--- src/evdbs_pkg.sv ---
// ----------------------------------------------------------------------------
// evdbs_pkg
// shared types and constants of the block deframer and byte swapper
// ----------------------------------------------------------------------------
package evdbs_pkg;

  localparam logic [31:0] MagicNative  = 32'hc0da0100;
  localparam logic [31:0] MagicForeign = 32'h0001dac0;

  localparam logic [2:0] StOk      = 3'd0;
  localparam logic [2:0] StEof     = 3'd1;
  localparam logic [2:0] StMagic   = 3'd2;
  localparam logic [2:0] StBlkLim  = 3'd3;
  localparam logic [2:0] StEvBlk   = 3'd4;
  localparam logic [2:0] StEvBig   = 3'd5;
  localparam logic [2:0] StTrunc   = 3'd6;
  localparam logic [2:0] StUnknown = 3'd7;

  localparam logic [1:0] RegSwapEn  = 2'd0;
  localparam logic [1:0] RegMaxEv   = 2'd1;
  localparam logic [1:0] RegMaxBlk  = 2'd2;

  localparam logic [2:0] KCopy   = 3'd0;
  localparam logic [2:0] K16     = 3'd1;
  localparam logic [2:0] K32     = 3'd2;
  localparam logic [2:0] K64     = 3'd3;
  localparam logic [2:0] KTagseg = 3'd4;
  localparam logic [2:0] KSeg    = 3'd5;
  localparam logic [2:0] KBank   = 3'd6;
  localparam logic [2:0] KBad    = 3'd7;

  // one result item
  typedef struct packed {
    logic [31:0] data_word;
    logic        word_valid;
    logic        last_of_event;
    logic [2:0]  status;
  } res_t;

  // classified word handed from front to back
  typedef struct packed {
    logic [31:0] word;
    logic        walk;    // event word that goes through the structure walk
    logic        last;
    logic        start;   // first word of a walked event (top bank length)
    logic        emit;    // front produces a result on its own
    res_t        res;
  } fitem_t;

  function automatic logic [31:0] bsw(input logic [31:0] w);
    return {w[7:0], w[15:8], w[23:16], w[31:24]};
  endfunction

  function automatic logic [31:0] hsw(input logic [31:0] w);
    return {w[23:16], w[31:24], w[7:0], w[15:8]};
  endfunction

  function automatic logic [2:0] classify(input logic [7:0] t);
    logic [2:0] k;
    unique case (t)
      8'h08, 8'h09, 8'h0a: k = K64;
      8'h01, 8'h02, 8'h0b: k = K32;
      8'h04, 8'h05:        k = K16;
      8'h00, 8'h06, 8'h07: k = KCopy;
      8'h0c:               k = KTagseg;
      8'h0d, 8'h20:        k = KSeg;
      8'h0e, 8'h10:        k = KBank;
      default:             k = KBad;
    endcase
    return k;
  endfunction

endpackage

--- src/evdbs_front.sv ---
// ----------------------------------------------------------------------------
// evdbs_front
// header collection, block and event framing, classification of each word
// ----------------------------------------------------------------------------
module evdbs_front (
  input  logic                  clk,
  input  logic                  rst_n,
  input  logic                  in_valid,
  output logic                  in_ready,
  input  logic [31:0]           in_word,
  input  logic                  swap_enable,
  input  logic [23:0]           max_event_words,
  input  logic [23:0]           max_block_words,
  output logic                  q_wr,
  output evdbs_pkg::fitem_t     q_wdata,
  input  logic                  q_full
);

  typedef enum logic [3:0] {
    PH_HEAD  = 4'b0001,
    PH_START = 4'b0010,
    PH_BODY  = 4'b0100,
    PH_SKIP  = 4'b1000
  } phase_t;

  phase_t      phase_r, phase_nxt;
  logic [2:0]  hcnt_r, hcnt_nxt;
  logic [31:0] held_r, held_nxt;
  logic        swap_on_r, swap_on_nxt;
  logic [23:0] blk_r, blk_nxt;
  logic [23:0] ev_r, ev_nxt;
  logic        walk_r, walk_nxt;   // event takes the walk

  logic        acc;
  logic [31:0] len, l;
  logic [32:0] elen;
  logic [23:0] ev_dec, blk_dec;

  assign in_ready = !q_full;
  assign acc      = in_valid && in_ready;

  always_comb begin
    phase_nxt   = phase_r;
    hcnt_nxt    = hcnt_r;
    held_nxt    = held_r;
    swap_on_nxt = swap_on_r;
    blk_nxt     = blk_r;
    ev_nxt      = ev_r;
    walk_nxt    = walk_r;
    q_wr        = 1'b0;
    q_wdata     = '0;
    q_wdata.word = in_word;
    len  = swap_on_r ? evdbs_pkg::bsw(held_r) : held_r;
    l    = swap_on_r ? evdbs_pkg::bsw(in_word) : in_word;
    elen = {1'b0, l} + 33'd1;
    ev_dec  = (ev_r != 24'd0) ? ev_r - 24'd1 : ev_r;
    blk_dec = (blk_r != 24'd0) ? blk_r - 24'd1 : blk_r;
    if (acc) begin
      unique case (phase_r)
        PH_HEAD: begin
          if (hcnt_r == 3'd0) held_nxt = in_word;
          if (hcnt_r != 3'd7) begin
            hcnt_nxt = hcnt_r + 3'd1;
          end else begin
            hcnt_nxt = 3'd0;
            len = (in_word == evdbs_pkg::MagicForeign) ? evdbs_pkg::bsw(held_r) : held_r;
            q_wr = 1'b1;
            q_wdata.emit = 1'b1;
            if (in_word != evdbs_pkg::MagicNative && in_word != evdbs_pkg::MagicForeign) begin
              q_wdata.res.status = evdbs_pkg::StMagic;
            end else begin
              swap_on_nxt = (in_word == evdbs_pkg::MagicForeign);
              if (len == 32'd8) begin
                q_wdata.res.status = evdbs_pkg::StEof;
              end else if (len < 32'd8 || len > {8'd0, max_block_words}) begin
                q_wdata.res.status = evdbs_pkg::StBlkLim;
              end else begin
                q_wr = 1'b0;
                blk_nxt = len[23:0] - 24'd8;
                phase_nxt = PH_START;
              end
            end
          end
        end
        PH_START: begin
          hcnt_nxt = 3'd0;
          if (blk_r == 24'd0) begin
            phase_nxt = PH_HEAD;
          end else if (elen > {9'd0, blk_r}) begin
            blk_nxt = blk_r - 24'd1;
            ev_nxt  = blk_r - 24'd1;
            phase_nxt = (blk_r != 24'd1) ? PH_SKIP : PH_HEAD;
            q_wr = 1'b1;
            q_wdata.emit = 1'b1;
            q_wdata.res.status = evdbs_pkg::StEvBlk;
          end else begin
            blk_nxt = blk_r - 24'd1;
            ev_nxt  = l[23:0];
            q_wr = 1'b1;
            if (elen > {9'd0, max_event_words}) begin
              phase_nxt = (l != 32'd0) ? PH_SKIP
                        : ((blk_r != 24'd1) ? PH_START : PH_HEAD);
              q_wdata.emit = 1'b1;
              q_wdata.res.status = evdbs_pkg::StEvBig;
            end else begin
              phase_nxt = (l != 32'd0) ? PH_BODY
                        : ((blk_r != 24'd1) ? PH_START : PH_HEAD);
              walk_nxt = swap_on_r && swap_enable;
              q_wdata.last = (l == 32'd0);
              if (swap_on_r && swap_enable) begin
                q_wdata.walk  = 1'b1;
                q_wdata.start = 1'b1;
              end else begin
                q_wdata.emit = 1'b1;
                q_wdata.res  = '{in_word, 1'b1, (l == 32'd0), evdbs_pkg::StOk};
              end
            end
          end
        end
        PH_SKIP: begin
          ev_nxt  = ev_dec;
          blk_nxt = blk_dec;
          if (ev_dec == 24'd0) phase_nxt = (blk_dec != 24'd0) ? PH_START : PH_HEAD;
        end
        PH_BODY: begin
          ev_nxt  = ev_dec;
          blk_nxt = blk_dec;
          q_wr = 1'b1;
          q_wdata.last = (ev_dec == 24'd0);
          q_wdata.walk = walk_r;
          if (!walk_r) begin
            q_wdata.emit = 1'b1;
            q_wdata.res  = '{in_word, 1'b1, (ev_dec == 24'd0), evdbs_pkg::StOk};
          end
          if (ev_dec == 24'd0) phase_nxt = (blk_dec != 24'd0) ? PH_START : PH_HEAD;
        end
        default: phase_nxt = PH_HEAD;
      endcase
    end
  end

  always_ff @(posedge clk) begin
    if (!rst_n) begin
      phase_r   <= PH_HEAD;
      hcnt_r    <= 3'd0;
      held_r    <= '0;
      swap_on_r <= 1'b0;
      blk_r     <= '0;
      ev_r      <= '0;
      walk_r    <= 1'b0;
    end else begin
      phase_r   <= phase_nxt;
      hcnt_r    <= hcnt_nxt;
      held_r    <= held_nxt;
      swap_on_r <= swap_on_nxt;
      blk_r     <= blk_nxt;
      ev_r      <= ev_nxt;
      walk_r    <= walk_nxt;
    end
  end

endmodule

--- src/evdbs_queue.sv ---
// ----------------------------------------------------------------------------
// evdbs_queue
// short fifo of classified items between front and back
// ----------------------------------------------------------------------------
module evdbs_queue (
  input  logic              clk,
  input  logic              rst_n,
  input  logic              wr,
  input  evdbs_pkg::fitem_t wdata,
  output logic              full,
  input  logic              rd,
  output evdbs_pkg::fitem_t rdata,
  output logic              empty
);

  evdbs_pkg::fitem_t mem_r [4];
  logic [1:0] wp_r, rp_r;
  logic [2:0] cnt_r;

  assign full  = (cnt_r == 3'd4);
  assign empty = (cnt_r == 3'd0);
  assign rdata = mem_r[rp_r];

  always_ff @(posedge clk) begin
    if (wr) mem_r[wp_r] <= wdata;
  end

  always_ff @(posedge clk) begin
    if (!rst_n) begin
      wp_r  <= '0;
      rp_r  <= '0;
      cnt_r <= '0;
    end else begin
      if (wr) wp_r <= wp_r + 2'd1;
      if (rd) rp_r <= rp_r + 2'd1;
      cnt_r <= cnt_r + {2'd0, wr} - {2'd0, rd};
    end
  end

endmodule

--- src/evdbs_back.sv ---
// ----------------------------------------------------------------------------
// evdbs_back
// nested structure walk, payload swapping and result output register
// ----------------------------------------------------------------------------
module evdbs_back #(
  parameter int NEST_DEPTH = 8
) (
  input  logic              clk,
  input  logic              rst_n,
  input  logic              q_empty,
  input  evdbs_pkg::fitem_t q_rdata,
  output logic              q_rd,
  output logic              out_valid,
  input  logic              out_ready,
  output evdbs_pkg::res_t   out_res
);

  localparam int LW = $clog2(NEST_DEPTH + 1);
  localparam int IW = (NEST_DEPTH > 1) ? $clog2(NEST_DEPTH) : 1;

  logic [23:0] nwl_r [NEST_DEPTH];
  logic [2:0]  nkd_r [NEST_DEPTH];
  logic [LW-1:0] lvl_r, lvl_nxt;
  logic [2:0]  lk_r, lk_nxt;
  logic [23:0] lwl_r, lwl_nxt;
  logic [31:0] pair_r;
  logic        failed_r, failed_nxt, hdr_r, hdr_nxt, held_r, held_nxt;

  // two-slot output: slot 0 shown, slot 1 second result of a pair
  evdbs_pkg::res_t o0_r, o1_r;
  logic        v0_r, v1_r;

  logic        go, wr_stk, set_pair;
  logic [IW-1:0] wr_idx, top;
  logic [23:0] wr_val;
  logic [2:0]  wr_kind;
  logic [1:0]  nres;
  evdbs_pkg::res_t r0, r1;
  logic [31:0] w, s;
  logic        last;
  logic [2:0]  k;
  logic [23:0] rem, rem_new;
  logic [15:0] slen;
  logic [LW-1:0] lvl_push;

  assign out_valid = v0_r;
  assign out_res   = o0_r;
  // take an item when the output has space for two results
  assign go   = !q_empty && (!v0_r || (out_ready && !v1_r));
  assign q_rd = go;
  assign top  = IW'(lvl_r - LW'(1));

  always_comb begin
    lvl_nxt = lvl_r; lk_nxt = lk_r; lwl_nxt = lwl_r;
    failed_nxt = failed_r; hdr_nxt = hdr_r; held_nxt = held_r;
    wr_stk = 1'b0; wr_idx = '0; wr_val = '0; wr_kind = evdbs_pkg::KCopy;
    set_pair = 1'b0; nres = 2'd0; r0 = '0; r1 = '0;
    w = q_rdata.word; s = evdbs_pkg::bsw(w); last = q_rdata.last;
    k = evdbs_pkg::classify(s[15:8]);
    rem = nwl_r[top]; rem_new = rem; slen = s[15:0];
    lvl_push = lvl_r + LW'(1);
    if (go) begin
      nres = 2'd1;
      if (q_rdata.emit) begin
        r0 = q_rdata.res;
        if (q_rdata.res.word_valid) failed_nxt = 1'b1;
      end else if (q_rdata.start) begin
        lvl_nxt = '0; held_nxt = 1'b0;
        if (s == 32'd0) begin
          failed_nxt = 1'b1; hdr_nxt = 1'b0; lwl_nxt = '0;
          r0 = '{w, 1'b1, last, evdbs_pkg::StTrunc};
        end else begin
          failed_nxt = 1'b0; hdr_nxt = 1'b1; lwl_nxt = s[23:0] - 24'd1;
          r0 = '{s, 1'b1, last, evdbs_pkg::StOk};
        end
      end else if (failed_r) begin
        r0 = '{w, 1'b1, last, evdbs_pkg::StOk};
      end else if (hdr_r) begin
        hdr_nxt = 1'b0;
        r0 = '{s, 1'b1, last, evdbs_pkg::StOk};
        if (k == evdbs_pkg::KBad) begin
          failed_nxt = 1'b1; r0 = '{w, 1'b1, last, evdbs_pkg::StUnknown};
        end else if (k >= evdbs_pkg::KTagseg) begin
          if (lvl_r >= LW'(NEST_DEPTH)) begin
            failed_nxt = 1'b1; r0 = '{w, 1'b1, last, evdbs_pkg::StTrunc};
          end else begin
            wr_stk = 1'b1; wr_idx = IW'(lvl_r); wr_val = lwl_r; wr_kind = k;
            lwl_nxt = '0;
            // a freshly pushed empty level pops at once; lower ones were popped
            lvl_nxt = (lwl_r == 24'd0) ? lvl_r : lvl_push;
          end
        end else begin
          lk_nxt = k; held_nxt = 1'b0;
        end
      end else if (lwl_r != 24'd0) begin
        lwl_nxt = lwl_r - 24'd1;
        r0 = '{w, 1'b1, last, evdbs_pkg::StOk};
        if (lk_r == evdbs_pkg::K64) begin
          if (held_r) begin
            held_nxt = 1'b0; nres = 2'd2;
            r0 = '{s, 1'b1, 1'b0, evdbs_pkg::StOk};
            r1 = '{evdbs_pkg::bsw(pair_r), 1'b1, last, evdbs_pkg::StOk};
          end else if (lwl_r != 24'd1) begin
            set_pair = 1'b1; held_nxt = 1'b1; nres = 2'd0;
          end
        end else if (lk_r == evdbs_pkg::K32) begin
          r0.data_word = s;
        end else if (lk_r == evdbs_pkg::K16) begin
          r0.data_word = evdbs_pkg::hsw(w);
        end
      end else if (lvl_r != '0) begin
        r0 = '{s, 1'b1, last, evdbs_pkg::StOk};
        if (nkd_r[top] == evdbs_pkg::KBank) begin
          if (rem < 24'd2 || s == 32'd0 || ({1'b0, s} + 33'd1) > {9'd0, rem}) begin
            failed_nxt = 1'b1; r0 = '{w, 1'b1, last, evdbs_pkg::StTrunc};
          end else begin
            rem_new = rem - (s[23:0] + 24'd1);
            lwl_nxt = s[23:0] - 24'd1; hdr_nxt = 1'b1;
          end
        end else begin
          if ({8'd0, slen} + 25'd1 > {1'b0, rem}) begin
            failed_nxt = 1'b1; r0 = '{w, 1'b1, last, evdbs_pkg::StTrunc};
          end else begin
            rem_new = rem - ({8'd0, slen} + 24'd1);
            k = (nkd_r[top] == evdbs_pkg::KSeg) ? evdbs_pkg::classify({2'd0, s[21:16]})
                                                : evdbs_pkg::classify({4'd0, s[19:16]});
            lk_nxt = (k > evdbs_pkg::K64) ? evdbs_pkg::KCopy : k;
            lwl_nxt = {8'd0, slen}; held_nxt = 1'b0;
          end
        end
        if (!failed_nxt) begin
          wr_stk = 1'b1; wr_idx = top; wr_val = rem_new; wr_kind = nkd_r[top];
          // levels below the top are never empty, so one pop suffices
          if (rem_new == 24'd0) lvl_nxt = lvl_r - LW'(1);
        end
      end else begin
        r0 = '{w, 1'b1, last, evdbs_pkg::StOk};
      end
    end
  end

  always_ff @(posedge clk) begin
    if (wr_stk) begin
      nwl_r[wr_idx] <= wr_val;
      nkd_r[wr_idx] <= wr_kind;
    end
    if (set_pair) pair_r <= w;
    if (go && nres != 2'd0) begin
      o0_r <= r0;
      o1_r <= r1;
    end else if (out_ready && v0_r) begin
      o0_r <= o1_r;
    end
  end

  always_ff @(posedge clk) begin
    if (!rst_n) begin
      lvl_r <= '0; lk_r <= evdbs_pkg::KCopy; lwl_r <= '0;
      failed_r <= 1'b0; hdr_r <= 1'b0; held_r <= 1'b0;
      v0_r <= 1'b0; v1_r <= 1'b0;
    end else begin
      lvl_r <= lvl_nxt; lk_r <= lk_nxt; lwl_r <= lwl_nxt;
      failed_r <= failed_nxt; hdr_r <= hdr_nxt; held_r <= held_nxt;
      if (go && nres != 2'd0) begin
        v0_r <= 1'b1;
        v1_r <= (nres == 2'd2);
      end else if (out_ready && v0_r) begin
        v0_r <= v1_r;
        v1_r <= 1'b0;
      end
    end
  end

endmodule

--- src/evio_block_deframer_byte_swapper_unit.sv ---
// ----------------------------------------------------------------------------
// evio_block_deframer_byte_swapper_unit
// block deframer and event byte swapper for a 32-bit word stream
// ----------------------------------------------------------------------------
//   channel | direction | handshake              | payload
//   in_     | input     | in_valid / in_ready    | in_word
//   out_    | output    | out_valid / out_ready  | data_word, word_valid,
//           |           |                        | last_of_event, status
//   cfg_    | input     | apb psel/penable/pwrite| swap_enable, max_event_words,
//           |           |                        | max_block_words
//
// one word is accepted per cycle while the queue is not full; the front is
// combinational and writes the queue at the accepting edge, the back loads
// the output register from the queue, so a result is registered in the queue
// and then in the output register; a 64-bit pair gives two results from one word
// reset is synchronous, active low; no clearing pass
// in_ready drops only when the four-entry queue is full
module evio_block_deframer_byte_swapper_unit #(
  parameter int NEST_DEPTH = 8
) (
  input  logic        clk,
  input  logic        rst_n,
  input  logic        in_valid,
  output logic        in_ready,
  input  logic [31:0] in_word,
  output logic        out_valid,
  input  logic        out_ready,
  output logic [31:0] out_data_word,
  output logic        out_word_valid,
  output logic        out_last_of_event,
  output logic [2:0]  out_status,
  input  logic        psel,
  input  logic        penable,
  input  logic        pwrite,
  input  logic [3:0]  paddr,
  input  logic [31:0] pwdata,
  output logic [31:0] prdata,
  output logic        pready
);

  // configuration registers
  logic        swap_en_r;
  logic [23:0] max_ev_r, max_blk_r;
  logic [1:0]  reg_idx;

  // queue between front and back
  logic              q_wr, q_full, q_rd, q_empty;
  evdbs_pkg::fitem_t q_wdata, q_rdata;
  evdbs_pkg::res_t   res;

  assign pready  = 1'b1;
  assign reg_idx = paddr[3:2];

  always_comb begin
    unique case (reg_idx)
      evdbs_pkg::RegSwapEn: prdata = {31'd0, swap_en_r};
      evdbs_pkg::RegMaxEv:  prdata = {8'd0, max_ev_r};
      evdbs_pkg::RegMaxBlk: prdata = {8'd0, max_blk_r};
      default:              prdata = '0;
    endcase
  end

  always_ff @(posedge clk) begin
    if (!rst_n) begin
      swap_en_r <= 1'b1;
      max_ev_r  <= 24'd16777215;
      max_blk_r <= 24'd5000000;
    end else if (psel && penable && pwrite && paddr[1:0] == 2'd0) begin
      // writes off the register list are ignored
      unique case (reg_idx)
        evdbs_pkg::RegSwapEn: swap_en_r <= pwdata[0];
        evdbs_pkg::RegMaxEv:  max_ev_r  <= pwdata[23:0];
        evdbs_pkg::RegMaxBlk: max_blk_r <= pwdata[23:0];
        default: ;
      endcase
    end
  end

  evdbs_front u_front (
    .clk, .rst_n, .in_valid, .in_ready, .in_word,
    .swap_enable(swap_en_r), .max_event_words(max_ev_r), .max_block_words(max_blk_r),
    .q_wr, .q_wdata, .q_full
  );

  evdbs_queue u_queue (
    .clk, .rst_n, .wr(q_wr), .wdata(q_wdata), .full(q_full),
    .rd(q_rd), .rdata(q_rdata), .empty(q_empty)
  );

  evdbs_back #(.NEST_DEPTH(NEST_DEPTH)) u_back (
    .clk, .rst_n, .q_empty, .q_rdata, .q_rd,
    .out_valid, .out_ready, .out_res(res)
  );

  assign out_data_word     = res.data_word;
  assign out_word_valid    = res.word_valid;
  assign out_last_of_event = res.last_of_event;
  assign out_status        = res.status;

endmodule

--- config.mk ---
export PLATFORM = sky130hd
export DESIGN_NAME = evio_block_deframer_byte_swapper_unit
export DESIGN_NICKNAME = d
export VERILOG_FILES = /design/src/evdbs_pkg.sv /design/src/evdbs_front.sv /design/src/evdbs_queue.sv /design/src/evdbs_back.sv /design/src/evio_block_deframer_byte_swapper_unit.sv
export SDC_FILE = /design/constraint.sdc
export NUM_CORES = 2
export LEC_CHECK = 0
export BUFFER_PORTS_ARGS = -buffer_cell sky130_fd_sc_hd__buf_2
export CAP_MARGIN = 20
export CORE_MARGIN = 1.5
export CORE_UTILIZATION = 33
export DETAILED_ROUTE_END_ITERATION = 8
export HOLD_SLACK_MARGIN = 0.12
export PLACE_DENSITY = 0.47
export SLEW_MARGIN = 20
export SYNTH_ARGS = -nofsm -noshare
export SYNTH_HDL_FRONTEND = slang
export SYNTH_SLANG_ARGS = --single-unit
--- constraint.sdc ---
create_clock -name clk -period 17.38 [get_ports clk]
set_input_delay 4.345 -clock clk [delete_from_list [all_inputs] [get_ports clk]]
set_output_delay 4.345 -clock clk [all_outputs]
set_load 0.01 [all_outputs]
==> impl_metrics.json <==
{
  "status": "finished, final reports clean",
  "seq_area_frac_synth": 0.485,
  "synth_area_per_cell_sq_um": 10.5,
  "antenna_found_initial": 7,
  "fin_crit_ns": 11.21,
  "final_layout_size_suffix_gt1_frac": 0.131,
  "port_buffers": 129,
  "grt_overflow_total": 0,
  "r2r_slack_ns": 7.94,
  "cts_setup_buffers": 0,
  "ir_drop_mv": 0.0915,
  "numCtsBuffers": 91,
  "die_x_um": 373,
  "area_growth_pct": 12.6,
  "coreArea_sq_mm": 0.136,
  "htree_levels": 3,
  "avgRoutedWirePerCell_um": 25.9,
  "synth_ff_type": "edfxtp_1",
  "detail_route.iter0.violations": 3032,
  "cts.clk_slew.worst_paths_ns": 0.06,
  "route.detailed.drc": 0,
  "async_flop_share": 0,
  "tritoncts": "yes",
  "path_max_fanout": 34,
  "p_leak_nw": 18.7,
  "postLayoutCoreUtil": 0.375,
  "max_freq_mhz": 89.2,
  "power_per_cell_area_mw_per_mm2": 171,
  "finalCritPeriodShare": 0.645,
  "place_hpwl_mm": 110,
  "fin_ws_ns": 6.17,
  "crit_type": "primary input to flip-flop",
  "clock_sinks": 790,
  "clk-insertion-delay-late_ns": 0.72,
  "setup_tns_ns": 0,
  "n_antenna_cell": 0,
  "yosys_warnings": 0,
  "holdBufCountCts": 0,
  "gp_congestion": 0.905,
  "worst_clock_skew_ns": 0.0530,
  "clockBufferDepth": 3,
  "setup_viol": 0,
  "start_util": 0.333,
  "synth_edf_count": 607,
  "cts.repair.resized": 0,
  "dp_slack_ns": 5.60,
  "wl_mm": 160,
  "finalNetCount": 4549,
  "grt_pass1_vias": 34200,
  "die_y_um": 373,
  "slew_headroom": 0.187,
  "grt_first_pass_wirelength_mm": 234,
  "synth_area_sq_mm": 0.0451,
  "grt_max_degree": 69,
  "root_buffer": "clkbuf_16",
  "viasPerCell": 5.74,
  "synth_cell_types": 98,
  "max_cap_violations": 0,
  "cp.arrival_ns": 11.79,
  "finalHoldViolations": 0,
  "end_kind": "flip-flop",
  "syn-instance-count": 4308,
  "antenna_left": 0,
  "cp_data_required_time_ns": 17.96,
  "rows": 135,
  "num_vias": 35400,
  "die_area_sq_mm": 0.139,
  "track_usage": 0.224,
  "drt-pass1-iter-count": 8,
  "yosys_register_bits": 790,
  "slew_viol_final": 0,
  "max_slew.worst_pin.slew_ns": 1.21,
  "hp-class": "flip-flop to flip-flop",
  "rsz0062_at_grt": "no",
  "start_kind": "primary input",
  "pin_count": 147,
  "total_power_mw": 8.69
}
## synthesized netlist by cell type, types with 90 or more instances
cell | number | area share
a21oi_1 | 253 | 0.028
and2_1 | 90 | 0.012
clkbuf_1 | 247 | 0.021
dfxtp_1 | 183 | 0.081
edfxtp_1 | 607 | 0.40
ha_1 | 160 | 0.044
inv_1 | 185 | 0.015
mux2i_1 | 121 | 0.027
mux4_2 | 120 | 0.060
nand2_1 | 481 | 0.040
nand3_1 | 117 | 0.013
nor2_1 | 311 | 0.026
nor3_1 | 115 | 0.013
o21ai_0 | 172 | 0.019
xnor2_1 | 112 | 0.022
## where the power goes
group	switching, mW	internal (mW)
Combinational	2.96	1.42
Sequential	0.121	2.23
Clock	0.841	1.12
Total	3.92	4.77
## layout make-up
cell class,instances,area (sq um)
inverter,194,732
tap,1781,2230
sequential,790,21900
timing repair buffer,221,1450
fill,13500,84800
clock inverter,58,653
clock buffer,109,2420
multi-input combinational,3013,21400
## final timing paths
| check | startpoint | end | cells past startpoint |
|---|---|---|---|
| setup / recovery | in_word[17] | u_front.blk_r[3]$_SDFFE_PN0P_ | 23 |
| hold / removal | max_blk_r[16]$_SDFFE_PN0P_ | max_blk_r[16]$_SDFFE_PN0P_ | 2 |
| setup reg to reg | flip-flop | u_back.lvl_r[0]$_SDFFE_PN0P_ | 21 |
| hold reg to reg | max_blk_r[16]$_SDFFE_PN0P_ | max_blk_r[16]$_SDFFE_PN0P_ | 2 |
## flip-flops by register name, indices dropped and copies added (netlist names), 24 cells and up, named ones only
register	flops
u_queue.mem_r	288
u_back.nwl_r	192
u_back.out_res	37
u_back.o1_r	34
u_back.pair_r	32
u_front.held_r	32
max_blk_r	24
max_ev_r	24
u_back.lwl_r	24
u_back.nkd_r	24
u_front.blk_r	24
u_front.ev_r	24
## per-layer routing
layer	vias up	routed length, um	GRT usage
met3	297	8260	0.0302
met1	17700	68800	0.295
met5	-	25	0
li1	16200	-	-
met2	1211	75600	0.368
met4	4	7010	0.0955
## placed cells by master, fill, tap and decap left out, types with 35 or more instances in the layout
master,instances
edfxtp_1,607
nand2_1,480
nor2_1,302
a21oi_1,250
inv_1,184
dfxtp_1,177
o21ai_0,171
ha_1,159
buf_2,130
mux2i_1,121
mux4_2,120
nand3_1,117
nor3_1,112
xnor2_1,111
clkbuf_16,92
and2_1,87
buf_4,84
o22ai_1,79
nor4_1,59
nand4_1,53
o211ai_1,53
xor2_1,47
o221ai_1,43
a21o_1,42
a22oi_1,37
a211oi_1,37
and3_1,35
## cells by family (layout without fill, tap and decap cells)
family	count (synthesis)	in the layout	synth area share
AO/OA/AOI/OAI	1003	1003	0.148
XOR/XNOR	160	160	0.0311
adder cells (fa/ha/maj)	163	163	0.0457
buffers and inverters	512	582	0.0457
flip-flops	790	790	0.485
multiplexers	259	259	0.0914
other	2	9	0.000166
AND/OR/NAND/NOR	1419	1419	0.153
## through the flow
step           cells  hold WS, ns  instance area [sq um]
2_1_floorplan   4315        0.433                  45200
5_1_grt         6166        0.489                  50800
3_5_place_dp    5997        0.455                  47700
6_report        6166        0.472                  50800
3_3_place_gp    5991        0.447                  47500
4_1_cts         6164        0.466                  50700
## worst max-delay path, cell delays in order
cell and delay, ns:
buf_2 0.10, buf_4 0.21, or4_1 0.61, or3_1 0.38, nor4_2 0.30, buf_4 0.43, mux2i_1 0.44, inv_1 0.09
ha_1 0.29, a21o_1 0.18, a21o_1 0.17, a21o_1 0.17, a21o_1 0.17, a21o_1 0.17, a21o_1 0.18, a221o_1 0.36
a221o_1 0.34, a221oi_1 0.96, nand4_1 0.48, a211oi_4 0.76, buf_8 0.24, o221ai_1 0.11, and3_1 0.23
Power figures use the tool's default switching activity.
